$ cat config.mk
export PLATFORM = sky130hd
export DESIGN_NAME = ash_out_buf
export DESIGN_NICKNAME = d
export VERILOG_FILES = /design/src/sv/ash_pkg.sv /design/src/sv/ash_out_buf.sv
export SDC_FILE = /design/constraint.sdc
export NUM_CORES = 1
export LEC_CHECK = 0
export ABC_AREA = 1
export BUFFER_PORTS_ARGS = -buffer_cell sky130_fd_sc_hd__buf_2
export CAP_MARGIN = 10
export CORE_MARGIN = 2
export CORE_UTILIZATION = 40
export DETAILED_ROUTE_END_ITERATION = 10
export PLACE_DENSITY = 0.63
export SLEW_MARGIN = 20
export SYNTH_ARGS = -nofsm -noshare
export SYNTH_HDL_FRONTEND = slang
export SYNTH_SLANG_ARGS = --single-unit
$ cat constraint.sdc
create_clock -name clk_i -period 2.4 [get_ports clk_i]
set_clock_uncertainty 0.1 [all_clocks]
set_input_delay 0.24 -clock clk_i [delete_from_list [all_inputs] [get_ports clk_i]]
set_output_delay 0.24 -clock clk_i [all_outputs]
set_load 0.005 [all_outputs]
$ cat src/sv/ash_pkg.sv
// ----------------------------------------------------------------------------
// ash_pkg
// Shared constants, types and mixing functions for the address scramble hash.
// ----------------------------------------------------------------------------
package ash_pkg;

  localparam int unsigned HashW          = 32;
  localparam int unsigned ExtraRounds    = 256;
  localparam int unsigned RoundsPerStage = 4;
  localparam int unsigned ExtraStages    = (ExtraRounds + RoundsPerStage - 1) / RoundsPerStage;
  // two stages for the four address bytes, then the data-free rounds
  localparam int unsigned NumPipe        = 2 + ExtraStages;

  typedef logic [HashW-1:0] hash_t;

  function automatic hash_t mix_round(input hash_t h);
    hash_t t;
    t = h + (h << 10);
    t = t ^ (t >> 6);
    return t;
  endfunction

  function automatic hash_t byte_round(input hash_t h, input logic [7:0] b);
    hash_t t;
    t = h + {{(HashW-8){1'b0}}, b};
    return mix_round(t);
  endfunction

  // rounds of one pipeline stage; rounds past the end pass through
  function automatic hash_t extra_group(input hash_t h, input int unsigned grp);
    hash_t t;
    t = h;
    for (int unsigned j = 0; j < RoundsPerStage; j++) begin
      if (grp * RoundsPerStage + j < ExtraRounds) begin
        t = mix_round(t);
      end
    end
    return t;
  endfunction

  function automatic hash_t avalanche(input hash_t h);
    hash_t t;
    t = h + (h << 3);
    t = t ^ (t >> 11);
    t = t + (t << 15);
    return t;
  endfunction

endpackage

$ cat src/sv/ash_out_buf.sv
// ----------------------------------------------------------------------------
// ash_out_buf
// Output register with a skid entry; full flag holds the hash pipeline.
// ----------------------------------------------------------------------------
module ash_out_buf (
  input  logic           clk_i,
  input  logic           rst_ni,
  input  logic           push_i,
  input  ash_pkg::hash_t push_data_i,
  input  logic           out_stall_i,
  output logic           out_valid_o,
  output ash_pkg::hash_t out_data_o,
  output logic           full_o
);

  logic           out_v_q, out_v_d;
  logic           sk_v_q, sk_v_d;
  ash_pkg::hash_t out_d_q, out_d_d;
  ash_pkg::hash_t sk_d_q, sk_d_d;
  logic           pop;

  assign pop = out_v_q && !out_stall_i;

  always_comb begin
    out_v_d = out_v_q;
    out_d_d = out_d_q;
    sk_v_d  = sk_v_q;
    sk_d_d  = sk_d_q;
    if (!out_v_q || pop) begin
      if (sk_v_q) begin
        out_v_d = 1'b1;
        out_d_d = sk_d_q;
        sk_v_d  = push_i;
        sk_d_d  = push_data_i;
      end else begin
        out_v_d = push_i;
        out_d_d = push_data_i;
      end
    end else if (push_i) begin
      sk_v_d = 1'b1;
      sk_d_d = push_data_i;
    end
  end

  always_ff @(posedge clk_i or negedge rst_ni) begin
    if (!rst_ni) begin
      out_v_q <= 1'b0;
      sk_v_q  <= 1'b0;
    end else begin
      out_v_q <= out_v_d;
      sk_v_q  <= sk_v_d;
    end
  end

  always_ff @(posedge clk_i) begin
    out_d_q <= out_d_d;
    sk_d_q  <= sk_d_d;
  end

  assign out_valid_o = out_v_q;
  assign out_data_o  = out_d_q;
  assign full_o      = sk_v_q;

endmodule

==> summary.md, run 1 <==
| Metric | Value |
|---|---|
| Max Transition Viols Final | 0 |
| Dpl hpwl | 2840 um |
| Final nets | 320 |
| Total CTS buffers | 9 |
| CTS sink cnt | 66 |
| Worst setup EP type | flop |
| Max Freq | 573 MHz |
| Placed cell area | 2870 um^2 |
| Pre-CTS setup slack | 634 ps |
| Actual slew at the worst max-slew pin | 415 ps |
| Antenna violations before repair | 0 |
| Largest net degree at the start of global routing | 34 |
| Min-Delay Path Class | input port to flop |
| Outcome | complete, no violations |
| CTS tree | yes |
| Mapped Cells | 179 |
| PD cells | 819 nW/um^2 |
| Root buffer cell | clkbuf_8 |
| VDD IR max | 441 uV |
| Initial Util | 41.6% |
| Fin crit share | 72.7% |
| Layout overhead on the synthesized area | 35.2% |
| Router iterations before antenna repair | 4 |
| Final WS setup | 655 ps |
| Storage element area | 1970 um^2 |
| Hold Violations, Final | 0 |
| Worst skew pair latency | 330 ps |
| Tot GR Track Use | 14.1% |
| Worst-path clk slew | 70 ps |
| Critical path class | flop to flop |
| Core ar. | 5960 um^2 |
| Pwr Total | 2.75 mW |
| Die height | 82.7 um |
| MaxCap Viol Count | 0 |
| WL per Instance | 12.4 um |
| Startpoint types | flop |
| FILL cells | 506 |
| CP arrival | 1630 ps |
| Mapped Area | 2480 um^2 |
| Via count | 1594 |
| Multi-input gate area | 423 um^2 |
| Row count | 28 |
| Grt ovf | 0 |
| Worst slew margin | 72.3% |
| Layout cells sized above 1 | 34.6% |
| RSZ-0062 raised after global routing | false |
| Hold WS | 17.6 ps |
| Sequential area share after synthesis | 79.6% |
| Antenna viol nets, final | 0 |
| Wirelength, routed | 4510 um |
| Diode count | 0 |
| Warnings from Yosys | 0 |
| Worst Path Required | 2280 ps |
| Worst-path maximum fanout | 33 |
| Number of global-route vias before repair | 1468 |
| Routed vias/inst | 4.38 |
| Syn nets | 215 |
| Final Instance Area | 3350 um^2 |
| Leakage Power | 1.48 nW |
| Die area | 6840 um^2 |
| First-pass GRT wire length | 6770 um |
| Layout Cells excl Fill | 364 |
| Placed Cells | 319 |
| Die width | 82.7 um |
| FF+latch count, synth | 66 |
| Min cycle time layout | 1750 ps |
| H-tree levels | 3 |
| Setup violators final | 0 |
| First-iteration detailed-routing DRC count | 89 |
| Setup TNS | 0 ps |
| Syn Area/Cell | 13.8 um^2 |
| RePlAce Congestion | 0.680 |
| Port Buf Inserts | 69 |
| # IOs | 70 |
| Distinct cells, synth | 10 |
| Max clock buf depth | 2 |
| Util after Layout | 56.3% |
| DRC viols | 0 |
==> power breakdown <==
part	internal, mW	switching, mW	total [mW]
Sequential	1.45	0.0392	1.49
Clock	0.477	0.419	0.896
Combinational	0.154	0.209	0.363
Total	2.08	0.667	2.75
==> cells in the final DEF, fill, tap and decap left out <==
cell type / synthesis / routed
nand2_2: 10 / 11
dfrtp_1: 2 / 2
edfxtp_1: 64 / 64
nand2_1: 93 / 92
clkbuf_8: 0 / 9
nor2_1: 1 / 1
clkinvlp_4: 0 / 1
dlygate4sd3_1: 0 / 29
nand3_1: 1 / 1
bufinv_16: 0 / 1
clkinv_4: 0 / 2
clkinv_2: 0 / 3
buf_4: 2 / 3
buf_2: 0 / 69
inv_8: 1 / 1
==> layout make-up <==
class                           count  share of cell area, %
Tap cell                           75                   2.80
Clock inverter                      7                   2.09
Multi-Input combinational cell    105                   12.6
Inverter                            1                  0.336
Sequential cell                    66                   58.8
Timing Repair Buffer              101                   19.6
Clock buffer                        9                   3.70
==> timing repair <==
| action | in CTS | in global routing |
|---|---|---|
| gates resized for setup | 0 | 0 |
| buffers inserted | 0 | 0 |
| hold endpoints to repair | 30 | 0 |
| hold buffers | 29 | 0 |
==> cells in the mapped netlist, drive strengths merged <==
library cell / count / area [um^2]
nand2: 103 / 412
buf: 7 / 75.1
nor2: 1 / 3.75
nand3: 1 / 5.00
dfrtp: 2 / 50.1
edfxtp: 64 / 1920
inv: 1 / 11.3
==> state kept, by name (all words and copies together), names as in the netlist <==
name         count
full_o           1
out_valid_o      1
out_data_o      32
sk_d_q          32
==> critical path: stages, from the launching register on <==
cell and delay [ps]:
dfrtp_1 520, inv_8 150, nand2_1 110, nand2_1 80, nand2_1 60, buf_4 370
==> worst paths after layout <==
kind	start	end	slack, ps	depth (start not counted)
setup / recovery	full_o	sk_d_q[8]	650	5
hold / removal	push_data_i[13]	sk_d_q[13]	20	1
setup reg to reg	full_o	sk_d_q[8]	650	5
hold reg to reg	sk_d_q[27]	out_data_o[27]	410	2
max in group asynchronous	rst_ni	out_valid_o	1990	2
min in group asynchronous	rst_ni	full_o	120	2
==> logic make-up (layout without fill, tap and decap cells) <==
group / Yosys count / after routing / share of synthesized area (%)
buffers and inverters: 8 / 118 / 3.48
AND/OR/NAND/NOR: 105 / 105 / 17.0
flip-flops: 66 / 66 / 79.6
==> metal layers <==
metal / vias up / wire (um) / global-route usage, %
li1: 812 / - / -
met1: 722 / 1980 / 16.3
met2: 50 / 2200 / 23.0
met3: 10 / 213 / 3.59
met4: 0 / 118 / 9.34
met5: - / 0 / 0
Power figures use the tool's default switching activity.
==> run 2: changes to the inputs <==
--- a/config.mk
+++ b/config.mk
@@ -5,7 +5,7 @@
 export SDC_FILE = /design/constraint.sdc
 export NUM_CORES = 1
 export LEC_CHECK = 0
-export ABC_AREA = 1
+export ABC_AREA = 0
 export BUFFER_PORTS_ARGS = -buffer_cell sky130_fd_sc_hd__buf_2
 export CAP_MARGIN = 10
 export CORE_MARGIN = 2
==> constraint.sdc (replaced) <==
create_clock -name clk_i -period 1.52 [get_ports clk_i]
set_clock_uncertainty 0.1 [all_clocks]
set_input_delay 0.152 -clock clk_i [delete_from_list [all_inputs] [get_ports clk_i]]
set_output_delay 0.152 -clock clk_i [all_outputs]
set_load 0.005 [all_outputs]
==> run 2 against run 1 <==
Against the previous run:
- critical path depth shrank 3
- utilization rose by 1.9 points
- global-route usage decreased by 0.32 points
- count of clock-buffer cells in the layout is 4 higher
- wire length is 0.71% lower
- first-iteration DRC count fell by 4.5%
- area after synthesis up 2.2%
- sequential share of layout area decreased by 2.5 points
- final area up 4.6%
- non-clock buffer count is 5 higher
- largest cell class unchanged
==> summary.md, run 2 <==
| Metric | Value |
|---|---|
| Hold WS | 35.9 ps (was 17.6 ps) |
| Mapped Area | 2530 um^2 (was 2480 um^2) |
| Routed vias/inst | 4.53 (was 4.38) |
| Setup TNS | 0 ps (unchanged) |
| Tot GR Track Use | 13.7% (was 14.1%) |
| Largest family of logic cells by synthesized area | multiplexers (was simple AND/OR/NAND/NOR gates) |
| DRC viols | 0 (unchanged) |
| Crit path from | out_valid_o (was full_o) |
| Placed cell area | 2970 um^2 (was 2870 um^2) |
| Critical path class | flop to flop (unchanged) |
| RePlAce Congestion | 0.702 (was 0.680) |
| Synth top area share | 75.9% (was 77.5%) |
| Warnings from Yosys | 0 (unchanged) |
| First-iteration detailed-routing DRC count | 85 (was 89) |
| CTS tree | yes (unchanged) |
| Worst setup EP type | flop (unchanged) |
| Most common library cells after synthesis | edfxtp_1, mux2_4, mux2_2 (was nand2_1, edfxtp_1, nand2_2) |
| Antenna viol nets, final | 0 (unchanged) |
| Crit Reg-Reg Startpoint | out_valid_o (was full_o) |
| Max clock buf depth | 2 (unchanged) |
| Worst skew pair latency | 340 ps (was 330 ps) |
| Util after Layout | 58.2% (was 56.3%) |
| Core ar. | 6030 um^2 (was 5960 um^2) |
| Worst-path clk slew | 60 ps (was 70 ps) |
| Metal2 WL | 2110 um (was 2200 um) |
| WL per Instance | 14.9 um (was 12.4 um) |
| Max Freq | 692 MHz (was 573 MHz) |
| Outcome | complete, no violations (unchanged) |
| Wirelength, routed | 4480 um (was 4510 um) |
| Post-synth top area cell | edfxtp_1 (unchanged) |
| Worst slew margin | 70.7% (was 72.3%) |
| Diode count | 0 (unchanged) |
| Dpl hpwl | 2850 um (was 2840 um) |
| Die area | 6980 um^2 (was 6840 um^2) |
| Min-Delay Path Class | input port to async pin (was input port to flop) |
| Number of global-route vias before repair | 1504 (was 1468) |
| Initial Util | 42.0% (was 41.6%) |
| RSZ-0062 raised after global routing | false (unchanged) |
| Worst Path Required | 1400 ps (was 2280 ps) |
| Hold Violations, Final | 0 (unchanged) |
| Final WS setup | 74.9 ps (was 655 ps) |
| Root buffer cell | clkbuf_8 (unchanged) |
| Post-synthesis compound-gate area fraction | 0.445% (was 0%) |
| FF+latch count, synth | 66 (unchanged) |
| Final nets | 257 (was 320) |
| Cts repair resizes | 0 (unchanged) |
| Sequential area share after synthesis | 77.9% (was 79.6%) |
| Leakage Power | 1.43 nW (was 1.48 nW) |
| Port Buf Inserts | 69 (unchanged) |
| Antenna violations before repair | 0 (unchanged) |
| # IOs | 70 (unchanged) |
| First-pass GRT wire length | 7180 um (was 6770 um) |
| Highest metal layer with signal wires | met4 (unchanged) |
| Simple-gate area share of the yosys netlist | 0.543% (was 17.0%) |
| VDD IR max | 830 uV (was 441 uV) |
| Most numerous cell in the Yosys netlist | edfxtp_1 (was nand2_1) |
| Commonest non-fill, non-tap cell in the layout | buf_2 (was nand2_1) |
| Setup Buffers After CTS | 0 (unchanged) |
| Die height | 83.6 um (was 82.7 um) |
| Total CTS buffers | 9 (unchanged) |
| Layout overhead on the synthesized area | 38.4% (was 35.2%) |
| Multiplexer area fraction after synthesis | 18.7% (was 0%) |
| CP arrival | 1320 ps (was 1630 ps) |
| Ys async rst share | 3.03% (unchanged) |
| H-tree levels | 3 (unchanged) |
| Pre-CTS setup slack | 73.9 ps (was 634 ps) |
| Via count | 1364 (was 1594) |
| Min cycle time layout | 1450 ps (was 1750 ps) |
| CTS sink cnt | 66 (unchanged) |
| MaxCap Viol Count | 0 (unchanged) |
| Fin crit share | 95.1% (was 72.7%) |
| Actual slew at the worst max-slew pin | 440 ps (was 415 ps) |
| Startpoint types | flop (unchanged) |
| Most frequent cells in the layout | buf_2, edfxtp_1, dlygate4sd3_1, mux2_4, clkbuf_8 (was nand2_1, buf_2, edfxtp_1, dlygate4sd3_1, nand2_2) |
| PD cells | 1260 nW/um^2 (was 819 nW/um^2) |
| Die width | 83.6 um (was 82.7 um) |
| Max Transition Viols Final | 0 (unchanged) |
| Row count | 28 (unchanged) |
| Distinct cells, synth | 11 (was 10) |
| Layout cells sized above 1 | 54.0% (was 34.6%) |
| Largest net degree at the start of global routing | 33 (was 34) |
| Final Instance Area | 3510 um^2 (was 3350 um^2) |
| Grt ovf | 0 (unchanged) |
| Post-Synth Adder-Cell Area | 0% (unchanged) |
| Main synth FF type | edfxtp_1 (unchanged) |
| Reg2reg path depth | 2 (was 5) |
| Met1 wire length | 2010 um (was 1980 um) |
| Synth top area cells | edfxtp_1, mux2_4, mux2_2 (was edfxtp_1, nand2_1, nand2_2) |
| Setup violators final | 0 (unchanged) |
| Number of synthesized flops with an enable pin | 64 (unchanged) |
| Syn nets | 144 (was 215) |
| Worst-path maximum fanout | 32 (was 33) |
| Router iterations before antenna repair | 4 (unchanged) |
| Syn Area/Cell | 23.4 um^2 (was 13.8 um^2) |
| Post-synthesis xor/xnor area fraction | 0% (unchanged) |
| Mapped Cells | 108 (was 179) |
| WL met3 | 277 um (was 213 um) |
## run 2: area by class of cell
type | count | area [um^2]
fillers | 484 | 2520
flip-flops and latches | 66 | 1970
repair buffers | 106 | 721
multi-input cells | 38 | 518
clock buffers | 13 | 159
well taps | 75 | 93.8
clock inverters | 3 | 40.0
## run 2: logic make-up after synthesis
| kind of cell | after synthesis |
|---|---|
| buffers and inverters | 4 |
| and+or+nand+nor | 3 |
| AOI/OAI and AO/OA | 2 |
| muxes | 33 |
| DFF | 66 |
## run 2: what timing repair did
item                                    4_1_cts  5_1_grt
hold buffers                                 34        0
endpoints found under the hold margin        35        0
endpoints found under the setup margin        0        0
## run 2: per-layer routing
metal / vias up / global-route usage [%]
met3: 8 / 6.82
li1: 653 / -
met1: 649 / 15.6
met2: 54 / 21.8
met4: 0 / 6.16
met5: - / 0
## run 2: final timing paths
kind | endpoint | slack [ps]
max | sk_d_q[7] | 70
min | full_o | 40
max reg2reg | sk_d_q[7] | 70
min reg2reg | out_data_o[13] | 440
max in group asynchronous | out_valid_o | 1180
min in group clk_i | out_valid_o | 80
## run 2: worst max-delay path, cell delays in order (launching register included)
cell and delay (ps):
dfrtp_2 440, nand2_8 60, mux2_4 490
## run 2: per-stage QoR
step | total power [mW] | instances
finish | 4.42 | 301
global route | 4.64 | 301
CTS | 4.50 | 301
detailed placement | 2.95 | 251
global placement | 2.92 | 251
floorplan | 2.73 | 108
## run 2: where the power goes
group	internal (mW)	switching (mW)	leakage [nW]
clock	0.843	0.619	0.103
combinational	0.370	0.265	0.678
sequential	2.26	0.0609	0.647
total	3.48	0.945	1.43
==> run 3: changes to the inputs <==
--- a/config.mk
+++ b/config.mk
@@ -9,9 +9,9 @@
 export BUFFER_PORTS_ARGS = -buffer_cell sky130_fd_sc_hd__buf_2
 export CAP_MARGIN = 10
 export CORE_MARGIN = 2
-export CORE_UTILIZATION = 40
+export CORE_UTILIZATION = 51
 export DETAILED_ROUTE_END_ITERATION = 10
-export PLACE_DENSITY = 0.63
+export PLACE_DENSITY = 0.75
 export SLEW_MARGIN = 20
 export SYNTH_ARGS = -nofsm -noshare
 export SYNTH_HDL_FRONTEND = slang
==> constraint.sdc (replaced) <==
create_clock -name clk_i -period 1.5 [get_ports clk_i]
set_clock_uncertainty 0.1 [all_clocks]
set_input_delay 0.15 -clock clk_i [delete_from_list [all_inputs] [get_ports clk_i]]
set_output_delay 0.15 -clock clk_i [all_outputs]
set_load 0.005 [all_outputs]
==> run 3 against run 2 <==
Against the previous run:
- global-route usage up 4.2 points
- highest routed layer unchanged
- die area decreased by 21%
- critical endpoint is now sk_d_q[30]
- worst setup slack better by 45 ps
- critical path depth rose by 1
- maximum frequency rose by 4.7%
- utilization increased by 18 points
- final area increased by 2.7%
- sequential power hardly changed
==> summary.md, run 3 (synthesis gave the netlist of run 2 again) <==
| Metric | Value |
|---|---|
| Reg2Reg Setup Slack | 120 ps (was 70 ps) |
| Worst Path Required | 1500 ps (was 1400 ps) |
| Max Transition Viols Final | 0 (unchanged) |
| Final nets | 260 (was 257) |
| Slowest Stage Delay on Critical Path | 460 ps (was 490 ps) |
| Antenna violations before repair | 0 (unchanged) |
| Grt ovf | 0 (unchanged) |
| CTS sink cnt | 66 (unchanged) |
| Min cycle time layout | 1380 ps (was 1450 ps) |
| Initial Util | 53.3% (was 42.0%) |
| Hold Violations, Final | 0 (unchanged) |
| Fin crit share | 92.0% (was 95.1%) |
| CTS tree | yes (unchanged) |
| Most frequent cells in the layout | buf_2, edfxtp_1, dlygate4sd3_1, mux2_4, clkbuf_8 (unchanged) |
| # IOs | 70 (unchanged) |
| Internal power | 3.81 mW (was 3.48 mW) |
| Tot GR Track Use | 18.0% (was 13.7%) |
| Die area | 5550 um^2 (was 6980 um^2) |
| Max Freq | 725 MHz (was 692 MHz) |
| PD cells | 1330 nW/um^2 (was 1260 nW/um^2) |
| Critical path class | flop to flop (unchanged) |
| Commonest non-fill, non-tap cell in the layout | buf_2 (unchanged) |
| Row count | 25 (was 28) |
| Total CTS buffers | 9 (unchanged) |
| Max clock buf depth | 2 (unchanged) |
| Setup violators final | 0 (unchanged) |
| Via count | 1395 (was 1364) |
| Wirelength, routed | 4450 um (was 4480 um) |
| Number of global-route vias before repair | 1434 (was 1504) |
| Register share of total power | 49.2% (was 52.6%) |
| Hold buffer count at cts | 34 (unchanged) |
| CP arrival | 1370 ps (was 1320 ps) |
| Actual slew at the worst max-slew pin | 421 ps (was 440 ps) |
| Worst slew margin | 71.9% (was 70.7%) |
| WL per Instance | 15.0 um (was 14.9 um) |
| Port Buf Inserts | 69 (unchanged) |
| Die width | 74.5 um (was 83.6 um) |
| MaxCap Viol Count | 0 (unchanged) |
| Reg2reg path depth | 3 (was 2) |
| Antenna viol nets, final | 0 (unchanged) |
| Highest-delay cell along the critical path | dfrtp_2 (was mux2_4) |
| Diode count | 0 (unchanged) |
| Worst skew pair latency | 330 ps (was 340 ps) |
| End of the worst register-to-register path | sk_d_q[30] (was sk_d_q[7]) |
| First-iteration detailed-routing DRC count | 117 (was 85) |
| Layout cells sized above 1 | 54.6% (was 54.0%) |
| Setup TNS | 0 ps (unchanged) |
| VDD IR max | 800 uV (was 830 uV) |
| Crit Reg-Reg Startpoint | out_valid_o (unchanged) |
| Worst-path clk slew | 70 ps (was 60 ps) |
| Largest net degree at the start of global routing | 33 (unchanged) |
| Placed Cells | 246 (was 251) |
| FILL cells | 302 (was 484) |
| Die height | 74.5 um (was 83.6 um) |
| Worst setup EP type | flop (unchanged) |
| Outcome | complete, no violations (unchanged) |
| Core ar. | 4750 um^2 (was 6030 um^2) |
| Layout Cells excl Fill | 296 (was 301) |
| Leakage Power | 1.47 nW (was 1.43 nW) |
| Critical path, cell by cell | nand2_8 > mux2_4 > buf_12 (was nand2_8 > mux2_4) |
| Min-Delay Path Class | input port to async pin (unchanged) |
| Setup Buffers After CTS | 0 (unchanged) |
| RePlAce Congestion | 0.715 (was 0.702) |
| DRC viols | 0 (unchanged) |
| Combinational cell fraction of total power | 14.8% (was 14.4%) |
| H-tree levels | 3 (unchanged) |
| Routed vias/inst | 4.71 (was 4.53) |
| Layout overhead on the synthesized area | 42.2% (was 38.4%) |
| Cts repair resizes | 0 (unchanged) |
| RSZ-0062 raised after global routing | false (unchanged) |
| Startpoint types | flop (unchanged) |
| Worst-path maximum fanout | 13 (was 32) |
| Switching Power | 0.984 mW (was 0.945 mW) |
| Power share of the clock group | 36.0% (was 33.1%) |
| Router iterations before antenna repair | 4 (unchanged) |
| Root buffer cell | clkbuf_8 (unchanged) |
| Sw Share | 20.5% (was 21.4%) |
| First-pass GRT wire length | 6920 um (was 7180 um) |
run 3: cell count changes in the layout (fill, tap and decap cells not counted):
cell       delta
buf_12        +4
bufinv_16     +2
clkbuf_1      -2
clkbuf_8      -2
clkinv_1      +2
buf_4         -1
run 3: area by class of cell:
| cell class | count | area (um^2) | area share (%) |
|---|---|---|---|
| Tap cell | 67 | 83.8 | 2.33 |
| Multi-Input combinational cell | 38 | 518 | 14.4 |
| Timing Repair Buffer | 109 | 793 | 22.0 |
| Clock inverter | 7 | 108 | 2.99 |
| Clock buffer | 9 | 124 | 3.44 |
| Sequential cell | 66 | 1970 | 54.8 |
run 3: per-layer routing:
layer | routed length, um | share of wire [%] | global-route usage, % | up-vias
met2 | 2240 | 50 | 28.0 | 52
met3 | 276 | 6.2 | 6.64 | 2
met5 | 0 | 0 | 0 | -
li1 | - | - | - | 662
met4 | 30 | 0.67 | 8.93 | 0
met1 | 1910 | 43 | 22.3 | 679
run 3: stage by stage:
stage	utilization, %	power (mW)	area [um^2]	hold slack (ps)	setup slack (ps)
2_1_floorplan	-	2.76	2550	-246	18.6
3_3_place_gp	63.7	3.01	3030	-166	156
3_5_place_dp	63.7	3.05	3030	-161	136
4_1_cts	75.7	4.84	3600	4.51	123
5_1_grt	75.7	4.98	3600	30.1	88.2
6_report	75.7	4.79	3600	39.2	120
run 3: worst max-delay path by stage:
stage                 from             to  cells after the start
6_report       out_valid_o     sk_d_q[30]                      3
2_1_floorplan  out_valid_o      sk_d_q[0]                      2
3_5_place_dp   out_valid_o     sk_d_q[30]                      3
5_1_grt        out_valid_o  out_data_o[1]                      2
3_3_place_gp   out_valid_o     sk_d_q[10]                      3
4_1_cts        out_valid_o     sk_d_q[30]                      3
run 3: critical path, delay by kind of cell, from the launching register on:
family / cells / cell delay, ps
flip-flops: 1 / 460
multiplexers: 1 / 340
buffers and inverters: 1 / 160
AND/OR/NAND/NOR: 1 / 70
run 3: power groups by stage:
stage,clock network (mW),logic [mW],registers (mW)
final,1.72,0.709,2.36
after global routing,1.84,0.763,2.38
after CTS,1.76,0.718,2.36
after detailed placement,0,0.649,2.40
after global placement,0,0.623,2.39
after floorplan,0,0.364,2.40
